## src/sv/scli_pkg.sv

```systemverilog
// Shared types, request codes and quarter-wave tables for the sine/cosine block.
// No dependencies; imported by scli_rom and sine_cosine_lut_interp.
package scli_pkg;

  typedef enum logic [1:0] {
    REQ_SIN8  = 2'd0,
    REQ_COS8  = 2'd1,
    REQ_SIN16 = 2'd2,
    REQ_COS16 = 2'd3
  } req_t;

  localparam int QIDX_W = 7;   // folded index 0..64
  localparam int MAG_W  = 15;  // table magnitude 0..32767
  localparam int QLEN   = 65;

  localparam logic [7:0]  QUARTER8  = 8'h40;
  localparam logic [15:0] QUARTER16 = 16'h4000;
  localparam logic [QIDX_W-1:0] FOLD_TOP = 7'd64;

  // Table read request for both samples of one transaction
  typedef struct packed {
    logic              short_form;
    logic [QIDX_W-1:0] k0;
    logic [QIDX_W-1:0] k1;
  } scli_rd_t;

  localparam logic [MAG_W-1:0] Q8 [QLEN] = '{
      15'd0,   15'd3,   15'd6,   15'd9,   15'd12,  15'd15,  15'd18,  15'd21,
      15'd24,  15'd27,  15'd30,  15'd34,  15'd37,  15'd39,  15'd42,  15'd45,
      15'd48,  15'd51,  15'd54,  15'd57,  15'd60,  15'd62,  15'd65,  15'd68,
      15'd70,  15'd73,  15'd75,  15'd78,  15'd80,  15'd83,  15'd85,  15'd87,
      15'd90,  15'd92,  15'd94,  15'd96,  15'd98,  15'd100, 15'd102, 15'd104,
      15'd106, 15'd107, 15'd109, 15'd110, 15'd112, 15'd113, 15'd115, 15'd116,
      15'd117, 15'd118, 15'd120, 15'd121, 15'd122, 15'd122, 15'd123, 15'd124,
      15'd125, 15'd125, 15'd126, 15'd126, 15'd126, 15'd127, 15'd127, 15'd127,
      15'd127
  };

  localparam logic [MAG_W-1:0] Q16 [QLEN] = '{
      15'd0,     15'd804,   15'd1608,  15'd2410,  15'd3212,  15'd4011,  15'd4808,
      15'd5602,  15'd6393,  15'd7179,  15'd7962,  15'd8739,  15'd9512,  15'd10278,
      15'd11039, 15'd11793, 15'd12539, 15'd13279, 15'd14010, 15'd14732, 15'd15446,
      15'd16151, 15'd16846, 15'd17530, 15'd18204, 15'd18868, 15'd19519, 15'd20159,
      15'd20787, 15'd21403, 15'd22005, 15'd22594, 15'd23170, 15'd23731, 15'd24279,
      15'd24811, 15'd25329, 15'd25832, 15'd26319, 15'd26790, 15'd27245, 15'd27683,
      15'd28105, 15'd28510, 15'd28898, 15'd29268, 15'd29621, 15'd29956, 15'd30273,
      15'd30571, 15'd30852, 15'd31113, 15'd31356, 15'd31580, 15'd31785, 15'd31971,
      15'd32137, 15'd32285, 15'd32412, 15'd32521, 15'd32609, 15'd32678, 15'd32728,
      15'd32757, 15'd32767
  };

  // Fold an 8-bit phase into the quarter-wave index (mirror on bit 6)
  function automatic logic [QIDX_W-1:0] fold_index(input logic [7:0] ph);
    logic [QIDX_W-1:0] k;
    k = {1'b0, ph[5:0]};
    if (ph[6]) begin
      k = FOLD_TOP - k;
    end
    return k;
  endfunction

endpackage

```

## src/sv/scli_rom.sv

```systemverilog
// Dual-read quarter-wave ROM with registered outputs.
// Depends on scli_pkg for the tables and the read request struct.
module scli_rom (
  input  logic                             clk,
  input  scli_pkg::scli_rd_t               rd,
  output logic [scli_pkg::MAG_W-1:0]       mag0,
  output logic [scli_pkg::MAG_W-1:0]       mag1
);
  import scli_pkg::*;

  logic [MAG_W-1:0] mag0_r, mag1_r;
  logic [MAG_W-1:0] mag0_nxt, mag1_nxt;

  always_comb begin
    if (rd.short_form) begin
      mag0_nxt = Q8[rd.k0];
      mag1_nxt = Q8[rd.k1];
    end else begin
      mag0_nxt = Q16[rd.k0];
      mag1_nxt = Q16[rd.k1];
    end
  end

  always_ff @(posedge clk) begin
    mag0_r <= mag0_nxt;
    mag1_r <= mag1_nxt;
  end

  assign mag0 = mag0_r;
  assign mag1 = mag1_r;

endmodule

```

## src/sv/sine_cosine_lut_interp.sv

```systemverilog
// Sine/cosine by quarter-wave table lookup with linear interpolation.
// Depends on scli_pkg and scli_rom.
//
// Usage:
//   Input: a transaction is taken at each rising edge with start high and
//   busy low. busy is always low, so one transaction per cycle is sustained.
//   in_req_type selects 8-bit sine/cosine (angle bits 7..0, full turn 256)
//   or 16-bit sine/cosine (full turn 65536). Cosine adds a quarter turn.
//   Output: out_valid strobes for one cycle with out_value, in input order.
//   The receiver cannot stall; results must be taken when strobed.
//   Pipeline:
//     stage 1 - phase offset, fold, ROM read of both samples (registered)
//     stage 2 - sign the samples, difference times fraction (one 18x9 mult)
//     stage 3 - blend add, floor by 256, output register
//   The short forms run the same path with fraction zero, so the blend
//   returns the first sample unchanged.
//   Each result passes the ROM read register, the multiplier register and
//   the output register in turn.
//   Reset (rst_n low, synchronous) clears the valid pipeline only; no
//   results are produced for transactions in flight during reset.
module sine_cosine_lut_interp (
  input  logic        clk,
  input  logic        rst_n,
  input  logic        start,
  output logic        busy,
  input  logic [1:0]  in_req_type,
  input  logic [15:0] in_angle,
  output logic        out_valid,
  output logic signed [15:0] out_value
);
  import scli_pkg::*;

  // ---------------- stage 0: phase and fold ----------------
  req_t       req;
  logic       is_cos, is_long;
  logic [7:0] ph8, hi, hi1, frac;
  logic [15:0] ph16;
  scli_rd_t   rd;

  assign req     = req_t'(in_req_type);
  assign is_cos  = (req == REQ_COS8) || (req == REQ_COS16);
  assign is_long = (req == REQ_SIN16) || (req == REQ_COS16);

  always_comb begin
    ph8  = in_angle[7:0] + (is_cos ? QUARTER8 : 8'd0);
    ph16 = in_angle + (is_cos ? QUARTER16 : 16'd0);
    hi   = is_long ? ph16[15:8] : ph8;
    hi1  = hi + 8'd1;         // wraps from 255 to 0
    frac = is_long ? ph16[7:0] : 8'd0;
    rd.short_form = !is_long;
    rd.k0 = fold_index(hi);
    rd.k1 = fold_index(hi1);
  end

  // ---------------- stage 1: table read ----------------
  logic [MAG_W-1:0] mag0, mag1;

  scli_rom u_rom (
    .clk  (clk),
    .rd   (rd),
    .mag0 (mag0),
    .mag1 (mag1)
  );

  logic       v1_r, neg0_r, neg1_r;
  logic [7:0] frac1_r;

  always_ff @(posedge clk) begin
    if (!rst_n) begin
      v1_r <= 1'b0;
    end else begin
      v1_r <= start && !busy;
    end
    neg0_r  <= hi[7];
    neg1_r  <= hi1[7];
    frac1_r <= frac;
  end

  // ---------------- stage 2: sign and multiply ----------------
  logic signed [16:0] s0, s1;
  logic signed [17:0] diff;
  logic signed [26:0] prod_nxt;

  always_comb begin
    s0 = neg0_r ? -$signed({2'b00, mag0}) : $signed({2'b00, mag0});
    s1 = neg1_r ? -$signed({2'b00, mag1}) : $signed({2'b00, mag1});
    diff = 18'(s1) - 18'(s0);
    prod_nxt = 27'(diff) * 27'($signed({1'b0, frac1_r}));
  end

  logic               v2_r;
  logic signed [16:0] s0_r;
  logic signed [26:0] prod_r;

  always_ff @(posedge clk) begin
    if (!rst_n) begin
      v2_r <= 1'b0;
    end else begin
      v2_r <= v1_r;
    end
    s0_r   <= s0;
    prod_r <= prod_nxt;
  end

  // ---------------- stage 3: blend and floor ----------------
  logic signed [27:0] blend;
  logic signed [15:0] out_value_nxt;
  logic               out_valid_r;
  logic signed [15:0] out_value_r;

  always_comb begin
    blend = 28'({s0_r, 8'd0}) + 28'(prod_r);
    out_value_nxt = blend[23:8];  // floor of blend / 256
  end

  always_ff @(posedge clk) begin
    if (!rst_n) begin
      out_valid_r <= 1'b0;
    end else begin
      out_valid_r <= v2_r;
    end
    out_value_r <= out_value_nxt;
  end

  assign busy      = 1'b0;
  assign out_valid = out_valid_r;
  assign out_value = out_value_r;

endmodule

```

## config.mk

```make
export PLATFORM = sky130hd
export DESIGN_NAME = sine_cosine_lut_interp
export DESIGN_NICKNAME = d
export VERILOG_FILES = /design/src/sv/scli_pkg.sv /design/src/sv/scli_rom.sv /design/src/sv/sine_cosine_lut_interp.sv
export SDC_FILE = /design/constraint.sdc
export NUM_CORES = 1
export LEC_CHECK = 0
export BUFFER_PORTS_ARGS = -buffer_cell sky130_fd_sc_hd__buf_4
export CAP_MARGIN = 20
export CORE_MARGIN = 5
export CORE_UTILIZATION = 30
export CTS_CLUSTER_DIAMETER = 200
export DETAILED_ROUTE_END_ITERATION = 7
export GPL_ROUTABILITY_DRIVEN = 0
export PLACE_DENSITY = 0.5
export SYNTH_ARGS = -nofsm -noshare
export SYNTH_HDL_FRONTEND = slang
export SYNTH_SLANG_ARGS = --single-unit
```

## constraint.sdc

```tcl
create_clock -name clk -period 16.11 [get_ports clk]
set_clock_uncertainty 0.15 [all_clocks]
set_input_delay 0.8055 -clock clk [delete_from_list [all_inputs] [get_ports clk]]
set_output_delay 0.8055 -clock clk [all_outputs]
set_load 0.03 [all_outputs]
```

==> summary by stage <==
Timing
Setup repair after global routing left no endpoint under its margin. The part of the cycle the worst path needs is 52.1%. The clock period minus worst slack is 8390 ps. The summed negative setup slack over all endpoints is 0 ps. Setup violations remaining at the end of the flow were counted as 0. The highest clock rate is 119 MHz. The final count of hold timing violations came to 0.

The max-slew violation count is 0. The slew of the pin with the lowest slew margin is 976 ps. Headroom to the max-slew limit came out at 34.6%.

Finish
The number of antenna diodes in the final layout is 0. The area growth from synthesis to final layout is 7.87%. Of the cells placed in the final design, the portion with a size suffix greater than 1 is 7.48%. After filler insertion, the fill cell instance count of the layout stands at 4496. The net count of the finished layout is 1801. The count of cells in the finished layout, fillers not included, comes to 2116.

Clock network
The number of sinks on the clock net is 91. Clock-pin slew was measured on the worst setup and hold paths at 70 ps. The number of buffers added to fix hold violations after cts is 0. The number of buffers on the longest clock path is 2. In this run, post-CTS repair resized a total of 0 instances.

The source-to-sink clock delay at the later pin of the worst-skew pair is 340 ps. The H-tree was split into 3 levels. After clock tree synthesis, the setup repair step added 0 buffers. The clock tree from TritonCTS is built. Buffers inserted during clock tree synthesis total 9. The cell chosen for the clock root is clkbuf_16.

Placement
After detailed placement, the design holds a cell count of 2101. Detailed placement finished with a half-perimeter wire length of 27.3 mm. The number of buffers inserted by port buffering is 37.

Floorplan
Pin placement for this block handled 39 I/O pins. The floorplan step defined a die boundary enclosing 0.0469 mm². The chip width is 216 µm.

The floorplan die height is around 220 µm. The core area is 0.0420 mm². The starting density of the core is 30.4%. The row count is 75.

Worst setup path
In this run the worst path has a maximum fanout of 8. Across all register-to-register paths, the minimum setup slack is 7720 ps. The type of element capturing the critical path is a flip-flop.

The most critical setup path has its startpoint at u_rom.mag0[2]. The highest-delay cell along the critical path is fa_1. The startpoint identified for the worst register-to-register timing path is u_rom.mag0[2]. Data on the critical path is required at its endpoint by around 16000 ps. For the worst setup path, the data arrival time is 8470 ps. The critical path is of the reg2reg type.

The critical path's largest stage delay is roughly 600 ps. STA classifies the critical path startpoint as a flip-flop.

Yosys
Ranked by instance count, the synthesized netlist is headed by inv_1 (179), nand2_1 (164), fa_1 (106). By instance count, the leading cell after synthesis is inv_1. The flop and latch count out of synthesis is 91. In this run the biggest area consumer among cell types represents 16.6% of the synthesized area. The average cell area after synthesis is 7.97 µm².

The post-synth design cell area is between 0.01 and 0.015 mm². Sorting the synthesized cells by area gives the leading types as fa_1 (17%), dfxtp_1 (14%), ha_1 (9.9%). The number of nets handed over by synthesis was 1833. The number of instances in the synthesized netlist is 1605. The unique cell type count in the Yosys netlist is 97. The share of the Yosys chip area taken by registers is 14.2%. During synthesis, Yosys emitted a total of 0 warnings. In the synthesized netlist the dominant register cell turns out to be dfxtp_1.

The cell taking the most area after synthesis is fa_1. The async set or reset register ratio after synthesis is 0%. Counting flops with a built-in enable in the synthesized netlist gives 0.

Run status
The run finished with clean final reports.

Routing
After detailed routing, the number of remaining DRC violations is 0. The detail route stage leaves a number of antenna-violating nets equal to 0. The routed layout has 11401 vias. The average wire length per cell after detail routing is 17.0 µm. Dividing the detail-routed via count by the number of cells gives ~5.4. The iteration count of the initial detailed-routing pass is 6. The aggregate routed wire length is 36.1 mm. The first routing iteration left 1013 violations.

Min path
The worst hold path begins at prod_r[8]. The class of the tightest hold or removal check is reg2reg.

Global route
The number of antenna violations at the first check in global routing is 1. The first global-routing pass estimated 60.4 mm of wire. The remaining global-route overflow is 0.

The total track usage is between 10% and 20%. The largest net degree at the start of global routing is 55. The number of global-route vias before repair came to 11485.

Job
The number of max-cap violations is 0.
[area by class of cell]
class                           instances  area [µm²]  area share [%]
Multi-Input combinational cell       1235        9890            71.7
Sequential cell                        91        1820            13.2
Inverter                              184         693            5.02
Tap cell                              539         674            4.89
Timing Repair Buffer                   52         410            2.98
Clock buffer                           10         239            1.73
Clock inverter                          5        61.3           0.444
[path summary, 6_finish.rpt]
kind,to,cells past startpoint
max,prod_r[23],28
min,out_value[0],1
max reg2reg,prod_r[23],28
min reg2reg,out_value[0],1
[cells in the final DEF (no fill, tap or decap), drive strengths merged, types with 8 or more instances in the layout]
cell type  netlist  layout
inv            182     183
nand2          164     164
fa             106     106
ha             101     101
nor2            98      98
dfxtp           91      91
and2            90      90
o21ai           87      87
a21oi           75      75
xnor2           70      70
buf             33      52
nor3            49      49
nand3           36      36
o211ai          24      24
a211oi          23      23
a31oi           19      19
nor2b           18      18
o21a            18      18
xor2            17      17
a311oi          16      16
or3             14      14
o31ai           14      14
mux2i           11      11
nand2b          10      10
o221ai          10      10
clkbuf          62      10
o311ai          10      10
o2111ai          9       9
o22ai            9       9
or2              9       9
a21o             8       8
o41ai            8       8
nand4            8       8
[state kept, by name (all words and copies together) (netlist names)]
signal      cells
u_rom.mag1     15
out_valid       1
u_rom.mag0     15
out_value      16
s0_r           16
v1_r            1
neg0_r          1
frac1_r         8
prod_r         16
neg1_r          1
v2_r            1
[critical path, delay by kind of cell (launching register included)]
kind	cells	cell delay [ps]
AND/OR/NAND/NOR	9	2310
flip-flops	1	340
XOR/XNOR	2	550
AO/OA/AOI/OAI	8	2000
adder cells (fa/ha/maj)	6	2770
buffers and inverters	3	160
[metrics by stage]
step	cell area [µm²]	hold WS [ps]	util (%)	setup slack [ps]
2_1_floorplan	12800	243	-	8520
3_3_place_gp	13500	272	32.0	7950
3_5_place_dp	13500	279	32.1	7730
4_1_cts	13800	304	32.8	7700
5_1_grt	13800	322	32.8	6980
6_report	13800	300	32.8	7720
[logic make-up (layout without fill, tap and decap cells)]
| logic type | Yosys count | in the layout | synth area share [%] |
|---|---|---|---|
| buffers and inverters | 279 | 251 | 8.68 |
| xor gates and xnor gates | 88 | 88 | 6.46 |
| muxes | 23 | 23 | 2.67 |
| adders and majority gates | 208 | 208 | 26.6 |
| and+or+nand+nor | 522 | 522 | 20.1 |
| DFF | 91 | 91 | 14.2 |
| AOI/OAI and AO/OA | 393 | 393 | 21.2 |
| other | 1 | 1 | 0.0293 |
[per-layer routing]
layer / routed length, µm / global-route usage, % / vias up
met5: 0 / 0 / -
met4: 748 / 3.46 / 0
met3: 2000 / 1.55 / 63
met2: 16200 / 25.0 / 406
met1: 17100 / 22.1 / 5460
li1: - / - / 5472
Power is not shown: default switching activity piles up to over one toggle a cycle in this logic, so the estimate is an artifact.
